File: src/rtl/core/tilt_pkg.sv
package tilt_pkg;

  typedef enum logic [1:0] {
    AXIS_X,
    AXIS_Y,
    AXIS_Z,
    AXIS_NONE
  } axis_t;

  typedef enum logic [1:0] {
    KIND_NORMAL,
    KIND_ZERO,
    KIND_NINETY,
    KIND_UNDEF
  } kind_t;

  typedef struct packed {
    kind_t kind;
    logic  neg;
    logic  pass_is_den;
  } tag_t;

  localparam int ZW = 19;
  localparam int ATAN_LEN = 24;

  localparam logic [15:0] ATAN_Q16 [ATAN_LEN] = '{
    16'd51472, 16'd30386, 16'd16055, 16'd8150, 16'd4091, 16'd2047, 16'd1024, 16'd512,
    16'd256, 16'd128, 16'd64, 16'd32, 16'd16, 16'd8, 16'd4, 16'd2,
    16'd1, 16'd0, 16'd0, 16'd0, 16'd0, 16'd0, 16'd0, 16'd0
  };

  localparam logic [15:0] INV_GAIN_Q16 = 16'd39797;

  // Degrees = floor(z * 9000 / (157 * 65536)), the same ratio as 18000 / (314 * 65536).
  localparam longint unsigned DEG_MUL = 64'd9000;
  localparam longint unsigned DEG_DIV = 64'd157 * 64'd65536;
  localparam int RECIP_SHIFT = 44;
  localparam longint unsigned DEG_RECIP = (64'd1 << RECIP_SHIFT) / DEG_DIV;
  localparam logic [8:0] DEG_MAX = 9'd90;

endpackage

File: src/rtl/core/tilt_ang_cell.sv
module tilt_ang_cell #(
  parameter int W     = 33,
  parameter int SHIFT = 0
) (
  input  logic                          clk,
  input  logic                          rst,
  input  logic                          in_valid,
  output logic                          in_ready,
  input  logic signed [W-1:0]           in_x,
  input  logic signed [W-1:0]           in_y,
  input  logic signed [tilt_pkg::ZW-1:0] in_z,
  input  tilt_pkg::tag_t                in_tag,
  output logic                          out_valid,
  input  logic                          out_ready,
  output logic signed [W-1:0]           out_x,
  output logic signed [W-1:0]           out_y,
  output logic signed [tilt_pkg::ZW-1:0] out_z,
  output tilt_pkg::tag_t                out_tag
);
  import tilt_pkg::*;

  localparam logic signed [ZW-1:0] STEP = signed'(ZW'(ATAN_Q16[SHIFT]));

  logic signed [W-1:0]  xs;
  logic signed [W-1:0]  ys;
  logic signed [W-1:0]  x_next;
  logic signed [W-1:0]  y_next;
  logic signed [ZW-1:0] z_next;

  assign xs = in_x >>> SHIFT;
  assign ys = in_y >>> SHIFT;
  assign x_next = in_y[W-1] ? in_x - ys : in_x + ys;
  assign y_next = in_y[W-1] ? in_y + xs : in_y - xs;
  assign z_next = in_y[W-1] ? in_z - STEP : in_z + STEP;

  assign in_ready = !out_valid || out_ready;

  always_ff @(posedge clk) begin
    if (rst) begin
      out_valid <= 1'b0;
    end else if (in_ready) begin
      out_valid <= in_valid;
    end
  end

  always_ff @(posedge clk) begin
    if (in_ready && in_valid) begin
      out_x   <= x_next;
      out_y   <= y_next;
      out_z   <= z_next;
      out_tag <= in_tag;
    end
  end

endmodule

File: config.mk
export PLATFORM = sky130hd
export DESIGN_NAME = tilt_ang_cell
export DESIGN_NICKNAME = d
export VERILOG_FILES = /design/src/rtl/core/tilt_pkg.sv /design/src/rtl/core/tilt_ang_cell.sv
export SDC_FILE = /design/constraint.sdc
export NUM_CORES = 1
export LEC_CHECK = 0
export ABC_AREA = 1
export BUFFER_PORTS_ARGS = -buffer_cell sky130_fd_sc_hd__buf_2
export CAP_MARGIN = 20
export CORE_ASPECT_RATIO = 1.5
export CORE_MARGIN = 10
export CORE_UTILIZATION = 56
export CTS_BUF_LIST = sky130_fd_sc_hd__clkbuf_4 sky130_fd_sc_hd__clkbuf_8
export CTS_CLUSTER_SIZE = 25
export DETAILED_ROUTE_END_ITERATION = 8
export GPL_TIMING_DRIVEN = 1
export MAX_ROUTING_LAYER = met4
export PLACE_DENSITY = 0.79
export SETUP_SLACK_MARGIN = 0.1
export SYNTH_ARGS = -nofsm -noshare
export SYNTH_HDL_FRONTEND = slang
export SYNTH_SLANG_ARGS = --single-unit
File: constraint.sdc
create_clock -name clk -period 6.8 [get_ports clk]
set_input_delay 1.36 -clock clk [delete_from_list [all_inputs] [get_ports clk]]
set_output_delay 1.36 -clock clk [all_outputs]
set_load 0.02 [all_outputs]
# After elaboration in Yosys (flattened, before gate mapping)
# Cells that the tools add are included.
# totals
regBits,90
in_bits,93
# op_classes
addsub,5
muxes,3
n_reduce_logical,3
# op_table
cell,n
2-to-1 mux 33 bit,2
subtractor 33 bit,2
adder 33 bit,1
"adder 19 x 17 -> 19 bit, second input constant",1
2-to-1 mux 19 bit,1
"subtractor 19 x 17 -> 19 bit, second input constant",1
logical AND 1 bit,1
logical NOT 1 bit,1
logical OR 1 bit,1

# Logic depth before layout (Yosys ltp)
# logic_depth
word_depth,3
ltp_mapped,17
ltp_nobuf,16

# Worst setup path after synthesis
# No wires, ideal clock.
# synth_timing
path_type,in2reg
startpoint,input port in_valid
endpoint,"register out_tag[0] in the netlist's numbering, enable pin"
setup_time_ns,0.564
arrival_time_ns,5.655
t_required_ns,6.236
path_slack_ns,0.582
path_stages,2
path_cell_list,inv_1 > a21oi_1
# synth_via
elab_chain_cells,1
# synth_rtl
element,line_no,source
"start, declared",tilt_ang_cell.sv:7,"input logic in_valid,"
logical AND 1 bit,tilt_ang_cell.sv:47,if (in_ready && in_valid) begin
"end signal, assigned",tilt_ang_cell.sv:51,out_tag <= in_tag;
"end, declared",tilt_ang_cell.sv:18,output tilt_pkg::tag_t out_tag
# No other way between the ends.
# A chain may end at the register's enable or synchronous reset.

# Final worst setup path
# layout_timing
startpoint,input port in_y[32]
endpoint,register out_z[18] in the netlist's numbering (data pin)
# layout_via
elab_chain_cells,1
# layout_rtl
element,line_no,source
"start, declared",tilt_ang_cell.sv:10,"input logic signed [W-1:0] in_y,"
2-to-1 mux 19 bit,tilt_ang_cell.sv:34,assign z_next = in_y[W-1] ? in_z - STEP : in_z + STEP;
net z_next[18],tilt_ang_cell.sv:28,logic signed [ZW-1:0] z_next;
"end signal, assigned",tilt_ang_cell.sv:50,out_z <= z_next;
"end, declared",tilt_ang_cell.sv:17,"output logic signed [tilt_pkg::ZW-1:0] out_z,"
# The timed path passes the listed nets, and every way through them passes these cells.

==> reports/summary.txt <==
Synth Net Count: 2020
Yosys top cell area share: 23.6%
Worst reg2reg path endpoint: out_x[24]
CTS Sinks: 89
Main area contributors after synthesis: edfxtp_1 (24%), nand2_1 (22%), ha_1 (12%)
Global-route met3 utilization: 3.14%
Die extent in y: 193 um
HP Start: out_valid
HP Class: reg -> reg
Port Buffers: 183
Final Critical Period: 3.50 ns
FMAX: 286 MHz
Root Buffer: clkbuf_8
Worst slew pin tran: 0.877 ns
CTS Buf Count: 9
Antenna Violating Nets Remaining: 0
Tot Pwr: 2.03 mW
Total global routing overflow: 0
Syn Inst Count: 1814
Final-stage net count: 2173
# Post-CTS Setup Buffers: 0
Most common cell after layout, fill and taps aside: nand2_1
R2R depth: 3
Status: completed
# resized after CTS: 0
Grt met2 use: 51.7%
Hold WS: 0.591 ns
Skew-Pair Late Insertion Delay: 0.40 ns
WP data required: 6.96 ns
Crit path DAT: 3.66 ns
Drt wl/cell: 16.6 um
First-pass GRT wire length: 56.7 mm
Vias per std cell: 5.25
Distinct cell type count after synthesis: 42
Core ar.: 0.0197 mm2
Seq cells post-synth: 89
Synth area leader: edfxtp_1
H-tree levels: 3
Power Dens Cells: 164 mW/mm2
Antenna diodes: 0
CP Max Fanout: 41
YS warnings: 0
Share of layout cells above drive strength 1: 12.5%
Drt initial violations: 752
Fill cells: 1960
Die area: 0.0261 mm2
CP Launch Type: primary input
Min-Delay Endpoint: out_valid
Synthesis-to-layout area growth: 10.3%
Initial antenna violation count: 0
Ys async rst share: 0%
GR Util met1: 26.7%
Final Slew Violations: 0
Number of synthesized flops with an enable pin: 88
Most frequent cells in the layout: nand2_1 (658), inv_1 (361), buf_2 (183)
Synthesized area: 0.0112 mm2
# IOs: 184
Vias: 11716
R2r setup slk: 5.28 ns
Critical path endpoint category: register
1st-pass router iterations: 6
Critical path class: in -> reg
Worst Skew: 0.0117 ns
Final period util: 51.5%
RSZ-0062 raised after global routing: false
Final Hold Viols: 0
CP startpoint: in_y[32]
Post-synthesis sequential area ratio: 23.8%
Prevailing post-synth register cell: edfxtp_1
Maximum Capacitance Violations: 0
Largest net degree at the start of global routing: 89
Grt peak-use layer: met2
Drt total wl: 37.2 mm
P_leak: 7.14 nW
Slew HR: 41.5%
Hold buffers post-CTS: 0
Tot GR Track Use: 28.6%
Vias in the first global route: 11538
Die X: 135 um
Setup TNS: 0 ns
FP Rows: 63
Max clock buf depth: 2
Hpwl dp: 31.3 mm
Clock transition at path regs: 0.10 ns
Syn Area/Cell: 6.17 um2
Setup Viol. Count Final: 0
Starting Density: 56.8%
WHS Path Cells: 2
Remaining DRCs: 0
Worst R2R Start: out_valid
CTS tree: yes
Max VDD drop: 0.0907 mV
Gp weighted congestion: 1.01
==> power breakdown <==
group	internal [mW]	switching, mW	leakage [nW]
clock network	0.136	0.223	0.0875
logic	0.292	0.671	6.18
registers	0.688	0.0159	0.864
total	1.12	0.910	7.14
==> kinds of logic (layout without fill, tap and decap cells) <==
kind of cell	after synthesis	after routing	share of synthesized area, %
adders and majority gates	113	113	12.9
AOI/OAI and AO/OA	167	167	8.20
and+or+nand+nor	996	996	37.0
buffers and inverters	412	570	15.2
xor gates and xnor gates	37	37	2.90
DFF	89	89	23.8
==> metal layers <==
layer	wire length [um]	vias up
met5	0	-
met3	1700	141
met4	3140	0
met2	19000	406
met1	13400	5245
li1	-	5924
==> critical path, cell delays in order <==
cell,delay (ns)
buf_2,0.11
inv_2,0.48
buf_4,0.55
ha_1,0.39
a21o_1,0.22
nand2_1,0.06
a21oi_1,0.06
nor3b_1,0.19
nand2_1,0.09
xor2_1,0.15
==> how the worst max path moves through the flow <==
stage               cells after the start  slack (ns)    endpoint
detailed placement                     10        2.92   out_z[18]
CTS                                    10        3.35   out_z[18]
finish                                 10        3.30   out_z[18]
floorplan                               2        0.58  out_tag[0]
global route                           10        3.17   out_z[18]
global placement                       10        2.92   out_z[18]
==> synth_stat cells, types with 5 or more instances <==
library cell and number:
clkbuf_1 7, nor2_2 7, buf_2 13, inv_1 361, edfxtp_1 88, o21ai_0 40
buf_6 11, xor2_1 34, a31oi_1 6, nor2_1 113, nor3_1 6, nand2_1 658
o21a_1 5, o21bai_1 11, nand2_2 19, buf_4 11, inv_2 5, nand3_1 163
a21oi_1 87, nand4_1 19, ha_1 109
==> layout make-up <==
class	instances	area (um2)	area share [%]
multi-input combinational	1313	6830	55.4
sequential	89	2660	21.6
inverter	367	1380	11.2
timing repair buffer	187	966	7.83
tap	260	325	2.64
clock buffer	9	124	1.00
clock inverter	7	53.8	0.436
==> metrics by stage <==
stage	util, %	area [um2]	setup WS, ns	std cells
2_1_floorplan	-	11200	0.582	1814
3_3_place_gp	61.6	12100	2.92	2215
3_5_place_dp	61.6	12100	2.92	2215
4_1_cts	62.5	12300	3.35	2231
5_1_grt	62.6	12300	3.17	2232
6_report	62.6	12300	3.30	2232
==> registers in the layout, indices dropped and copies added (netlist names) <==
name / count
out_y: 33
out_x: 32
out_z: 19
out_tag: 4
out_valid: 1
No activity file was read; power rests on OpenSTA's default activity.
