$ cat src/rtl/core/tilt_pkg.sv
package tilt_pkg;

  typedef enum logic [1:0] {
    AXIS_X,
    AXIS_Y,
    AXIS_Z,
    AXIS_NONE
  } axis_t;

  typedef enum logic [1:0] {
    KIND_NORMAL,
    KIND_ZERO,
    KIND_NINETY,
    KIND_UNDEF
  } kind_t;

  typedef struct packed {
    kind_t kind;
    logic  neg;
    logic  pass_is_den;
  } tag_t;

  localparam int ZW = 19;
  localparam int ATAN_LEN = 24;

  localparam logic [15:0] ATAN_Q16 [ATAN_LEN] = '{
    16'd51472, 16'd30386, 16'd16055, 16'd8150, 16'd4091, 16'd2047, 16'd1024, 16'd512,
    16'd256, 16'd128, 16'd64, 16'd32, 16'd16, 16'd8, 16'd4, 16'd2,
    16'd1, 16'd0, 16'd0, 16'd0, 16'd0, 16'd0, 16'd0, 16'd0
  };

  localparam logic [15:0] INV_GAIN_Q16 = 16'd39797;

  // Degrees = floor(z * 9000 / (157 * 65536)), the same ratio as 18000 / (314 * 65536).
  localparam longint unsigned DEG_MUL = 64'd9000;
  localparam longint unsigned DEG_DIV = 64'd157 * 64'd65536;
  localparam int RECIP_SHIFT = 44;
  localparam longint unsigned DEG_RECIP = (64'd1 << RECIP_SHIFT) / DEG_DIV;
  localparam logic [8:0] DEG_MAX = 9'd90;

endpackage

$ cat src/rtl/core/tilt_mag_cell.sv
module tilt_mag_cell #(
  parameter int W     = 33,
  parameter int PW    = 13,
  parameter int SHIFT = 0
) (
  input  logic                  clk,
  input  logic                  rst,
  input  logic                  in_valid,
  output logic                  in_ready,
  input  logic signed [W-1:0]   in_x,
  input  logic signed [W-1:0]   in_y,
  input  logic [PW-1:0]         in_pass,
  input  tilt_pkg::tag_t        in_tag,
  output logic                  out_valid,
  input  logic                  out_ready,
  output logic signed [W-1:0]   out_x,
  output logic signed [W-1:0]   out_y,
  output logic [PW-1:0]         out_pass,
  output tilt_pkg::tag_t        out_tag
);
  import tilt_pkg::*;

  logic signed [W-1:0] xs;
  logic signed [W-1:0] ys;
  logic signed [W-1:0] x_next;
  logic signed [W-1:0] y_next;

  assign xs = in_x >>> SHIFT;
  assign ys = in_y >>> SHIFT;
  assign x_next = in_y[W-1] ? in_x - ys : in_x + ys;
  assign y_next = in_y[W-1] ? in_y + xs : in_y - xs;

  assign in_ready = !out_valid || out_ready;

  always_ff @(posedge clk) begin
    if (rst) begin
      out_valid <= 1'b0;
    end else if (in_ready) begin
      out_valid <= in_valid;
    end
  end

  always_ff @(posedge clk) begin
    if (in_ready && in_valid) begin
      out_x    <= x_next;
      out_y    <= y_next;
      out_pass <= in_pass;
      out_tag  <= in_tag;
    end
  end

endmodule

$ cat config.mk
export PLATFORM = sky130hd
export DESIGN_NAME = tilt_mag_cell
export DESIGN_NICKNAME = d
export VERILOG_FILES = /design/src/rtl/core/tilt_pkg.sv /design/src/rtl/core/tilt_mag_cell.sv
export SDC_FILE = /design/constraint.sdc
export NUM_CORES = 1
export LEC_CHECK = 0
export BUFFER_PORTS_ARGS = -buffer_cell sky130_fd_sc_hd__buf_2
export CORE_MARGIN = 2
export CORE_UTILIZATION = 50
export DETAILED_ROUTE_END_ITERATION = 12
export GPL_ROUTABILITY_DRIVEN = 0
export HOLD_SLACK_MARGIN = 0.02
export PLACE_DENSITY = 0.79
export SLEW_MARGIN = 20
export SYNTH_ARGS = -nofsm -noshare
export SYNTH_HDL_FRONTEND = slang
export SYNTH_SLANG_ARGS = --single-unit
$ cat constraint.sdc
create_clock -name clk -period 6.6 [get_ports clk]
set_input_delay 1.32 -clock clk [delete_from_list [all_inputs] [get_ports clk]]
set_output_delay 1.32 -clock clk [all_outputs]
set_load 0.01 [all_outputs]
* Word-level counts from Yosys, hierarchy flattened
Index checks and enable logic that the tools add are counted.
Widths: inputs -> output; s select.
** Word-level totals
- Flip-flop bits (word level) :: 84
- Latch bits :: 0
- Bits in writable memories :: 0
- ROM bits :: 0
- Logic and storage cells :: 15
- Memories kept :: 0
** Cells by class
- Add/subtract/negate cells :: 3
- Multipliers :: 0
- Divide/modulo/power cells :: 0
- Order comparisons :: 0
- Equality and inequality tests :: 0
- Shift-type cells :: 0
- Multiplexer cells :: 2
- Bitwise gates (word level) :: 0
- Reductions and logical operators :: 3
** Operator list (count)
- $mux 33 :: 2
- $sub 33x33->33 :: 2
- $add 33x33->33 :: 1
- $logic_and 1x1->1 :: 1
- $logic_not 1->1 :: 1
- $logic_or 1x1->1 :: 1

* Depth between registers and ports, before layout
- Depth in word-level cells :: 3
- Mapped depth :: 12
- Gate-level depth less buffers :: 12

* Worst setup path after synthesis
No wires, ideal clock.
- Path kind :: input to register
- Start :: in out_ready
- End :: reg out_pass[0] (enable)
- Setup time :: 0.450 ns
- Arrival :: 3.445 ns
- Setup slack :: 2.706 ns
- Stages :: 2
- Buffers on the path :: 0
- Cell sequence :: nand2b_1 and2_1
** Between the ends
- Longest elaborated chain between the ends :: 2
** RTL lines
- start, declared :: line tilt_mag_cell.sv:15 : input logic out_ready,
- $logic_or 1x1->1 :: line tilt_mag_cell.sv:33 : assign in_ready = !out_valid || out_ready;
- $logic_and 1x1->1 :: line tilt_mag_cell.sv:44 : if (in_ready && in_valid) begin
- end signal, assigned :: line tilt_mag_cell.sv:47 : out_pass <= in_pass;
- end, declared :: line tilt_mag_cell.sv:18 : output logic [PW-1:0] out_pass,
Every way passes these cells.
A chain may end at the register's enable or synchronous reset.

* Final worst setup path
- Start :: in in_x[7]
- End :: reg out_y[32], data pin
** Between the ends
- Longest elaborated chain between the ends :: 2
- Elaborated cells on any way between the ends :: 3
- Those cells by class :: 2 x add/sub; 1 x mux
** RTL lines
- start, declared :: line tilt_mag_cell.sv:10 : input logic signed [W-1:0] in_x,
- $sub 33x33->33 / $add 33x33->33 (equally long branches) :: line tilt_mag_cell.sv:31 : assign y_next = in_y[W-1] ? in_y + xs : in_y - xs;
- $mux 33 (*) :: line tilt_mag_cell.sv:31
- via y_next[32] :: line tilt_mag_cell.sv:26 : logic signed [W-1:0] y_next;
- end signal, assigned :: line tilt_mag_cell.sv:46 : out_y <= y_next;
- end, declared :: line tilt_mag_cell.sv:17 : output logic signed [W-1:0] out_y,
The timed path passes the listed nets; every way through them passes the cells marked *.

==> impl_metrics.csv <==
group,metric,value,unit
detailed_routing,avgViaCountPerCell,6.012,
setup_path,r2r_start,"out_valid",
sta,slew_violations,0,
logic_synthesis,synth-seq-cells,83,
logic_synthesis,syn_area,8238,µm²
pwr,p_int,1197,µW
cts,clk-insertion-delay-late,0.34,ns
setup_path,cp-end-kind,"register",
logic_synthesis,synth.area.mux_share,1.215,%
setup_path,critPathBufInv,3,
floorplan,die_h,132.4,µm
sta,rsz0062_at_grt,"no",
worst_hold_path,hp-start,"out_valid",
logic_synthesis,yosys-top-cells-area,"edfxtp_1 (30%), ha_1 (15%), a21oi_1 (7.7%)",
sta,min_period,4.224,ns
run_status,outcome,"completed",
setup_path,crit_family,"compound AO/OA/AOI/OAI gates",
pwr,p_switching,684.4,µW
worst_hold_path,hp-class,"register to register",
logic_synthesis,async_reset_ff_share,0,%
detailed_routing,ant_nets,0,
cts,cts_htree_levels,3,
logic_synthesis,synth-compound-area-share,26.06,%
pwr,p_comb_share,38.2,%
sta,finalSetupViolations,0,
setup_path,max_stage_delay,0.52,ns
logic_synthesis,synth_flop_cell,"edfxtp_1",
cts,clockBufferDepth,2,
global_route,grt_usage,26.55,%
placement,port-buffer-count,171,
pwr,leakagePower,0.004234,µW
logic_synthesis,ys_types,74,
detailed_routing,num_vias,7912,
logic_synthesis,seq_area_frac_synth,30.13,%
pwr,pwr-share-seq,36.6,%
global_route,grt_max_degree,83,
finish,drive_gt1_share,19.00,%
detailed_routing,avgRoutedWirePerCell,18.10,µm
detailed_routing,drt_iter0_drc,926,
floorplan,io-pin-count,172,
logic_synthesis,ys_warn_count,0,
placement,dp_hpwl,18610,µm
sta,fin_hold_ws,0.5617,ns
cts,cts.sinks,83,
detailed_routing,first_pass_iters,6,
pwr,power.density,200.5,nW/µm²
pwr,irDropWorstVdd,0.0001265,V
cts,clk_pin_slew,0.06,ns
global_route,grt_pass1_vias,7299,
setup_path,reg2reg_slack,5.06,ns
cts,ctsHoldBuffers,0,
detailed_routing,routed_wl,23820,µm
sta,clock_skew,0.009015,ns
global_route,antenna_found_initial,0,
global_route,grt_overflow,0,
setup_path,r2r_cells,3,
logic_synthesis,synth-edff-count,82,
sta,fin_setup_tns,0,ns
floorplan,rows,46,
logic_synthesis,synth-xor-area-share,6.592,%
logic_synthesis,synthSimpleGateAreaFrac,12.03,%
detailed_routing,drc,0,
floorplan,die_width,132.4,µm
logic_synthesis,synth_top_family_by_area,"compound AO/OA/AOI/OAI gates",
logic_synthesis,synth_fa_ha_area_share,15.31,%
worst_hold_path,whs_path_depth,2,
logic_synthesis,synth_nets,1142,
logic_synthesis,syn_inst,956,
floorplan,core,16000,µm²
logic_synthesis,synth_top_area_share,29.89,%
logic_synthesis,syn_area_per_cell,8.617,µm²
cts,cts-resized-gates,0,
finish,nets,1281,
setup_path,path_max_fanout,13,
setup_path,path_common_cell,"inv_1",
global_route,grt_pass1_wl,37600,µm
finish,diodes,0,
sta,fmax,236.7,MHz
job,drv_cap,0,
sta,tightestPinTransition,0.8719,ns
sta,hold_viol_final,0,
pwr,p_sw_share,36.38,%
floorplan,start_util,51.49,%
logic_synthesis,yosysTopAreaCell,"edfxtp_1",
cts,cts_post_setup_buffers_inserted,0,
finish,area_delta_synth_final,13.90,%
setup_path,cp.required,6.68,ns
cts,root_buffer,"clkbuf_16",
finish,n_fill_cell,1438,
setup_path,slowest_stage,"a2111oi_2",
floorplan,dieArea,17520,µm²
cts,cts_buffers,9,
sta,finalCritPeriodShare,64.00,%
sta,slew-limit-headroom,41.87,%
pwr,post-layout-total-power,1882,µW
setup_path,r2r-end,"out_x[13]",
pwr,clkPwrFrac,25.2,%
setup_path,cp.arrival,4.30,ns
worst_hold_path,whs_endpoint,"out_valid",
setup_path,path_cells,"buf_2 -> inv_1 -> ha_1 -> inv_1 -> a21oi_1 -> o311ai_1 -> o31ai_2 -> a211oi_2 -> o2111ai_2 -> a2111oi_2 -> o21ai_1 -> xor2_1",
cts,cts_tree,"done",
setup_path,startpoint_type,"input pin",
setup_path,crit_type,"input pin to register",
power by group through the flow:
stage / sequential [µW] / combinational, µW / clock (µW)
finish: 689 / 719 / 473
global route: 694 / 776 / 505
CTS: 690 / 699 / 482
detailed placement: 702 / 695 / 0
global placement: 700 / 686 / 0
floorplan: 735 / 447 / 0
metal layers:
metal  vias up  GRT usage [%]  wire (µm)
met5         -              0          0
met4         0          9.916        745
met3        63          4.460       2489
met2       528          42.54      10630
met1      3636          36.07       9954
li1       3685              -          -
cell usage in the layout (no fill, tap or decap), types with 11 or more instances in the layout:
master and count:
a211oi_1 19, a21o_1 28, a21oi_1 126, buf_2 171, edfxtp_1 82, ha_1 96
inv_1 100, nand2_1 45, nand3_1 11, nor2_1 79, nor3_1 15, o211ai_1 14
o21ai_0 62, o21bai_1 18, xnor2_1 57
cell type report:
cell class	instances	area (µm²)	area share (%)
Clock inverter	7	51.30	0.5467
Sequential cell	83	2482	26.46
Inverter	108	410.4	4.374
Timing Repair Buffer	174	898.4	9.575
Tap cell	216	270.3	2.880
Clock buffer	9	225.2	2.400
Multi-Input combinational cell	719	5045	53.77
cell families (layout without fill, tap and decap cells):
kind of cell             count (synthesis)  in the layout
AO/OA/AOI/OAI                          338            338
adder cells (fa/ha/maj)                 99             99
multiplexers                            10             10
AND/OR/NAND/NOR                        210            210
flip-flops                              83             83
buffers and inverters                  154            298
XOR/XNOR                                62             62
worst max-delay path by stage:
stage | cells past startpoint | end | startpoint | slack, ns
floorplan | 2 | out_pass[0] | out_ready | 2.71
global placement | 12 | out_x[29] | in_x[16] | 2.19
detailed placement | 12 | out_y[32] | in_x[7] | 2.14
CTS | 12 | out_y[32] | in_x[7] | 2.48
global route | 12 | out_y[32] | in_x[10] | 2.15
finish | 12 | out_y[32] | in_x[7] | 2.38
worst reg2reg max path: cells and delay by family, from the launching register on:
family                 cells  cell delay [ns]
buffers and inverters      1             0.32
and+or+nand+nor            2             0.57
DFF                        1             0.31
metrics by stage:
step	cell area, µm²	worst slack (ns)	utilization, %	cells
2_1_floorplan	8238	2.706	-	956
3_3_place_gp	9079	2.192	56.74	1299
3_5_place_dp	9079	2.138	56.74	1299
4_1_cts	9355	2.478	58.47	1315
5_1_grt	9383	2.147	58.64	1316
6_report	9383	2.376	58.64	1316
synth_stat cells (4+ instances only):
cell type    n
a211oi_1    19
a21o_1      28
a21oi_1    126
a31oi_1      7
and3_1       8
buf_1        6
buf_2        5
buf_6        4
clkbuf_1    18
clkbuf_8     8
clkinv_1     5
edfxtp_1    82
ha_1        96
inv_1      100
mux2i_1     10
nand2_1     45
nand2b_1     8
nand3_1     11
nand4_1      9
nor2_1      79
nor2b_1     10
nor3_1      15
nor4_1       7
o211ai_1    14
o21a_1      10
o21ai_0     62
o21bai_1    18
o31a_1       4
o31ai_1     10
xnor2_1     57
xor2_1       5
registers in the layout, indices dropped and copies added (netlist names):
| signal | count |
|---|---|
| out_pass | 13 |
| out_y | 32 |
| out_valid | 1 |
| out_x | 33 |
| out_tag | 4 |
(Power assumes the default switching activity.)
