===== src/rtl/core/tilt_pkg.sv =====
package tilt_pkg;

  typedef enum logic [1:0] {
    AXIS_X,
    AXIS_Y,
    AXIS_Z,
    AXIS_NONE
  } axis_t;

  typedef enum logic [1:0] {
    KIND_NORMAL,
    KIND_ZERO,
    KIND_NINETY,
    KIND_UNDEF
  } kind_t;

  typedef struct packed {
    kind_t kind;
    logic  neg;
    logic  pass_is_den;
  } tag_t;

  localparam int ZW = 19;
  localparam int ATAN_LEN = 24;

  localparam logic [15:0] ATAN_Q16 [ATAN_LEN] = '{
    16'd51472, 16'd30386, 16'd16055, 16'd8150, 16'd4091, 16'd2047, 16'd1024, 16'd512,
    16'd256, 16'd128, 16'd64, 16'd32, 16'd16, 16'd8, 16'd4, 16'd2,
    16'd1, 16'd0, 16'd0, 16'd0, 16'd0, 16'd0, 16'd0, 16'd0
  };

  localparam logic [15:0] INV_GAIN_Q16 = 16'd39797;

  // Degrees = floor(z * 9000 / (157 * 65536)), the same ratio as 18000 / (314 * 65536).
  localparam longint unsigned DEG_MUL = 64'd9000;
  localparam longint unsigned DEG_DIV = 64'd157 * 64'd65536;
  localparam int RECIP_SHIFT = 44;
  localparam longint unsigned DEG_RECIP = (64'd1 << RECIP_SHIFT) / DEG_DIV;
  localparam logic [8:0] DEG_MAX = 9'd90;

endpackage


===== src/rtl/core/tilt_deg.sv =====
module tilt_deg (
  input  logic                           clk,
  input  logic                           rst,
  input  logic                           in_valid,
  output logic                           in_ready,
  input  logic signed [tilt_pkg::ZW-1:0] in_z,
  input  tilt_pkg::tag_t                 in_tag,
  output logic                           out_valid,
  input  logic                           out_ready,
  output logic [7:0]                     out_angle,
  output logic                           out_undef
);
  import tilt_pkg::*;

  logic                a_valid;
  logic                a_ready;
  logic [31:0]         a_prod;
  tag_t                a_tag;
  logic                b_valid;
  logic                b_ready;
  logic [31:0]         b_prod;
  logic [8:0]          b_quot;
  tag_t                b_tag;
  logic                c_ready;

  logic [ZW-2:0]       z_clamp;
  logic [63:0]         recip_prod;
  logic [32:0]         rem;
  logic [8:0]          quot;
  logic [6:0]          deg_mag;
  logic [7:0]          angle_next;
  logic                undef_next;

  assign c_ready  = !out_valid || out_ready;
  assign b_ready  = !b_valid || c_ready;
  assign a_ready  = !a_valid || b_ready;
  assign in_ready = a_ready;

  assign z_clamp    = in_z[ZW-1] ? '0 : in_z[ZW-2:0];
  assign recip_prod = 64'(a_prod) * DEG_RECIP;
  assign rem        = 33'(b_prod) - 33'(b_quot) * 33'(DEG_DIV);
  assign quot       = (rem >= 33'(DEG_DIV)) ? b_quot + 9'd1 : b_quot;
  assign deg_mag    = (quot > DEG_MAX) ? 7'(DEG_MAX) : quot[6:0];

  always_comb begin
    angle_next = 8'd0;
    undef_next = 1'b0;
    unique case (b_tag.kind)
      KIND_NORMAL: angle_next = {1'b0, deg_mag};
      KIND_NINETY: angle_next = 8'(DEG_MAX);
      KIND_ZERO:   angle_next = 8'd0;
      KIND_UNDEF:  undef_next = 1'b1;
      default:     undef_next = 1'b1;
    endcase
    if (b_tag.neg) begin
      angle_next = 8'd0 - angle_next;
    end
  end

  always_ff @(posedge clk) begin
    if (rst) begin
      a_valid   <= 1'b0;
      b_valid   <= 1'b0;
      out_valid <= 1'b0;
    end else begin
      if (a_ready) begin
        a_valid <= in_valid;
      end
      if (b_ready) begin
        b_valid <= a_valid;
      end
      if (c_ready) begin
        out_valid <= b_valid;
      end
    end
  end

  always_ff @(posedge clk) begin
    if (a_ready && in_valid) begin
      a_prod <= 32'(z_clamp) * 32'(DEG_MUL);
      a_tag  <= in_tag;
    end
    if (b_ready && a_valid) begin
      b_prod <= a_prod;
      b_quot <= recip_prod[RECIP_SHIFT+8:RECIP_SHIFT];
      b_tag  <= a_tag;
    end
    if (c_ready && b_valid) begin
      out_angle <= angle_next;
      out_undef <= undef_next;
    end
  end

endmodule


===== config.mk =====
export PLATFORM = sky130hd
export DESIGN_NAME = tilt_deg
export DESIGN_NICKNAME = d
export VERILOG_FILES = /design/src/rtl/core/tilt_pkg.sv /design/src/rtl/core/tilt_deg.sv
export SDC_FILE = /design/constraint.sdc
export NUM_CORES = 1
export LEC_CHECK = 0
export BUFFER_PORTS_ARGS = -buffer_cell sky130_fd_sc_hd__buf_4
export CAP_MARGIN = 0
export CORE_ASPECT_RATIO = 1.5
export CORE_MARGIN = 8
export CORE_UTILIZATION = 60
export DETAILED_ROUTE_END_ITERATION = 6
export GPL_TIMING_DRIVEN = 0
export PLACE_DENSITY_LB_ADDON = 0.1
export SLEW_MARGIN = 20
export SYNTH_ARGS = -nofsm -noshare
export SYNTH_HDL_FRONTEND = slang
export SYNTH_SLANG_ARGS = --single-unit

===== constraint.sdc =====
create_clock -name clk -period 7.1 [get_ports clk]
set_clock_uncertainty 0.15 [all_clocks]
set_input_delay 0.71 -clock clk [delete_from_list [all_inputs] [get_ports clk]]
set_output_delay 0.71 -clock clk [all_outputs]
set_load 0.005 [all_outputs]

# Word level (Yosys, flattened, before mapping)
# Index checks and enable logic that the tools add are counted.
# op_classes
n_mux	6
div	0
bitwise	0
n_mul	3
eq_ne	2
n_reduce_logical	10
shift	0
add_sub_neg	3
magnitude_cmp	2
# op_table
cell	n
$mul A29 B21 Y50 const B	1
$ge A33 B24 Y1 const B	1
$sub A32 B33 Y33	1
$mul A18 B11 Y29 const B	1
$mux W18	1
$mul A9 B8 Y17 const B	1
$pmux W7 S2	1
$add A9 B1 Y9 const B	1
$gt A9 B7 Y1 const B	1
$mux W9	1
$mux W8	1
$sub A1 B8 Y8 const A	1
$mux W7	1
$eq A2 B2 Y1 const B	2
$logic_and A1 B1 Y1	3
$logic_not A1 Y1	3
$logic_or A1 B1 Y1	3
$logic_not A2 Y1	1
$mux W1	1
# totals
reg_bits	85
romBits	0
inputBits	27
elab_cells	38
latch_bits	0
ramBits	0
memories	0

# Depth between registers and ports, before layout
# depth
ltp_word	9
ltp_mapped	34
ltp_nobuf	33

# Worst setup path after synthesis
# No wires, ideal clock.
# synth_path
kind	register to register
start	register b_quot[4]
end	register out_angle[6] (data pin)
required_time_ns	6.687
setup_slack_ns	-0.067
arrival_ns	6.754
setup_ns	0.263
stages_incl_launch_ff	33
cell_sequence	edfxtp_1 -> clkbuf_1 -> inv_1 -> fa_1 -> inv_1 -> ha_1 -> inv_1 -> fa_1 -> inv_1 -> fa_1 -> ha_1 -> a21oi_1 -> o21bai_1 -> a21oi_1 -> o21bai_1 -> a21oi_1 -> xor2_1 -> ha_1 -> nand2b_1 -> o32ai_1 -> a221oi_1 -> o221ai_1 -> nor3_1 -> o211ai_1 -> nor4_2 -> a31oi_1 -> a22oi_2 -> nand2b_1 -> nand2b_1 -> ha_1 -> nand4_1 -> nand4bb_1 -> nand3_1
# synth_via
elab_chain_len	9
elab_cells_between_ends	10
# synth_rtl
element	line	rtl
start, declared	tilt_deg.sv:22	logic [8:0] b_quot;
start signal, assigned	tilt_deg.sv:85	b_quot <= recip_prod[RECIP_SHIFT+8:RECIP_SHIFT];
$mul A9 B8 Y17	tilt_deg.sv:41	assign rem = 33'(b_prod) - 33'(b_quot) * 33'(DEG_DIV);
$sub A32 B33 Y33	tilt_deg.sv:41	
$ge A33 B24 Y1	tilt_deg.sv:42	assign quot = (rem >= 33'(DEG_DIV)) ? b_quot + 9'd1 : b_quot;
$mux W9 (*)	tilt_deg.sv:42	
$gt A9 B7 Y1	tilt_deg.sv:43	assign deg_mag = (quot > DEG_MAX) ? 7'(DEG_MAX) : quot[6:0];
$mux W7 (*)	tilt_deg.sv:43	
$pmux W7 S2 (*)	tilt_deg.sv:48	unique case (b_tag.kind)
$sub A1 B8 Y8	tilt_deg.sv:56	angle_next = 8'd0 - angle_next;
$mux W8 (*)	tilt_deg.sv:55	if (b_tag.neg) begin
net angle_next[6]	tilt_deg.sv:31	logic [7:0] angle_next;
end signal, assigned	tilt_deg.sv:89	out_angle <= angle_next;
end, declared	tilt_deg.sv:10	output logic [7:0] out_angle,
# Mark *: on every way through the listed nets, which the timed path passes. The rest lies on a longest branch.
# A chain may end at the register's enable or synchronous reset.

# Worst setup path after layout
# layout_path
start	register b_quot[4]
end	register out_angle[4] (data pin)
# The elaborated chain is that of the path after synthesis.

==> metrics.txt <==
status finished with violations; failing checks negative setup slack; Synth Flop Type edfxtp_1; CP max FO 5; mapped cell area 17300 µm²; Max stage delay on crit path 530 ps; critical path launch point type flip-flop; hold violation count in the final report 0; Routed met1 length 13.9 mm; syn_area_per_cell 10.4 µm²; vias per inst 5.54; Die Wd 155 µm; CP top delay family adder cells; antenna viol nets, final 0; Final Worst Setup Slack -75.3 ps; Setup-failing EPs final 2; most common cell in the netlist inv_1; largest net degree at the start of global routing 25; clk buf depth 2; worst path required time 7070 ps; reg2reg path depth 34; Area contributors post-synth fa_1, ha_1, edfxtp_1; Setup CP Type reg -> reg; Synth top area share 0.319; pre-CTS setup slack -1240 ps; initial antenna violation count 0; hold depth 0; Yosys cell types 75; TritonCTS clock tree yes; WP depth 34; routed len/inst 18.6 µm; first-pass detailed-route iteration total 5; Inserted Clock Buffers 9; fill count 2145; register area share after synthesis 0.123; grt total ovfl 0; 1st-iter DRT viols 405; cell row count 76; top post-synthesis cells by count inv_1, ha_1, fa_1; RD Place Congestion 0.929; Num Clock Sinks 72; Synth async-reset ratio 0; area delta synth->final 14.4%; vias in the first global route 13.3k; area leader, netlist fa_1; Die Height 224 µm; diode count 0; Tmin final 7180 ps; routed wire length 40.4 mm; Clk Latency, worst-skew pair 370 ps; measured slew at the worst slew-check pin 989 ps; Fmax 139 MHz; H-tree Lvls 3; core outline area 28500 µm²; Worst Setup End Kind flip-flop; Register Area 2130 µm²; die footprint 34600 µm²; CP arrival 7150 ps; Highest Signal Layer met4; Tcrit/Tclk final 1.01; multi-input logic area 13900 µm²; worst min-delay path class reg -> reg; Root Buffer clkbuf_16; met2 WL post-DR 22.2 mm; cell count after synthesis 1665; EDFF count, synth 69; Global Route Usage Sum 0.247; Yosys reg bits 72; Final nets 2514; max-slew violations 0; RSZ-0062 raised after global routing true; vias post-DR 12.0k; CTS Hold Bufs 0; Syn Nets 2363; layout cells sized above 1 0.149; CTS clock-pin slew for the worst setup and hold paths 70 ps; Synth Warn # 0; DPL Wire Length 33.7 mm; max_cap viols 0; Slew headroom 0.337; critical path's slowest cell fa_1; Residual DRC 0; CP Buf/Inv Count 7; Initial Utilization 0.606; # IOs 38; first-pass GRT wire length 66.2 mm; met3 WL 1.26 mm; Port-buffer cells 36
## metrics by stage
step / hold slack [ps] / TNS [ps] / util / instance area, µm² / std cells
finish: 274 / -147 / 0.693 / 19800 / 2172
global route: 275 / -1500 / 0.693 / 19800 / 2172
global placement: 252 / -7910 / 0.631 / 18000 / 2052
detailed placement: 257 / -8240 / 0.633 / 18100 / 2054
floorplan: 250 / 0 / - / 17300 / 1665
CTS: 273 / 0 / 0.682 / 19500 / 2154
## routing by layer
| metal | up-vias | track usage |
|---|---|---|
| li1 | 5685 | - |
| met2 | 290 | 0.475 |
| met3 | 158 | 0.0363 |
| met1 | 5899 | 0.238 |
| met4 | 0 | 0.169 |
| met5 | - | 0 |
## path summary, 6_finish.rpt
| check | from | to | slack [ps] |
|---|---|---|---|
| worst max register to register | b_quot[4]$_DFFE_PP_ | out_angle[4]$_DFFE_PP_ | -80 |
| worst min register to register | a_tag[3]$_DFFE_PP_ | b_tag[3]$_DFFE_PP_ | 270 |
| worst max-delay path | b_quot[4]$_DFFE_PP_ | out_angle[4]$_DFFE_PP_ | -80 |
| worst min-delay path | a_tag[3]$_DFFE_PP_ | b_tag[3]$_DFFE_PP_ | 270 |
## worst reg2reg max path: cells and delay by family, from the launching register on
family	cells	cell delay, ps
adders and majority gates	7	2410
AOI/OAI and AO/OA	15	2270
buffers and inverters	7	830
and+or+nand+nor	4	650
DFF	1	490
xor gates and xnor gates	1	170
## cells in the final DEF (no fill, tap or decap), types with 20 or more instances in the layout
cell type / n
a21o_1: 20
ha_1: 372
xnor2_1: 39
nor2b_1: 24
ha_4: 20
fa_1: 270
edfxtp_1: 69
nor2_1: 46
buf_4: 130
inv_1: 444
nand2_1: 34
o21ai_0: 21
a21oi_1: 43
## state kept, by name, indices dropped and copies added, names as in the netlist
signal,cells
a_tag,3
a_prod,29
b_valid,1
b_quot,9
b_prod,16
out_valid,1
a_valid,1
b_tag,3
out_undef,1
out_angle,8
## repair_timing
| action | CTS | global route |
|---|---|---|
| hold endpoints to repair | 0 | 0 |
| setup buffers | 84 | 21 |
| pin swaps | 52 | 48 |
| setup endpoints to repair | 11 | 9 |
| gates resized for setup | 85 | 36 |
## cell families after synthesis
family / count (synthesis) / share of synthesized area
AO/OA/AOI/OAI: 192 / 0.0748
buffers and inverters: 473 / 0.104
AND/OR/NAND/NOR: 198 / 0.0602
flip-flops: 72 / 0.123
XOR/XNOR: 54 / 0.0289
multiplexers: 5 / 0.00311
adder cells (fa/ha/maj): 671 / 0.605
## area by class of cell
cell class                      instances  area share
Multi-Input combinational cell       1120       0.703
Clock buffer                            9      0.0114
Inverter                              462      0.0888
Clock inverter                          7     0.00608
Timing Repair Buffer                  140      0.0569
Tap cell                              351      0.0222
Sequential cell                        72       0.108
Buffer                                 11     0.00373
Power is left out: the tool's default activity adds up to more than one toggle a clock period on the data nets, which glitch-free logic cannot reach.
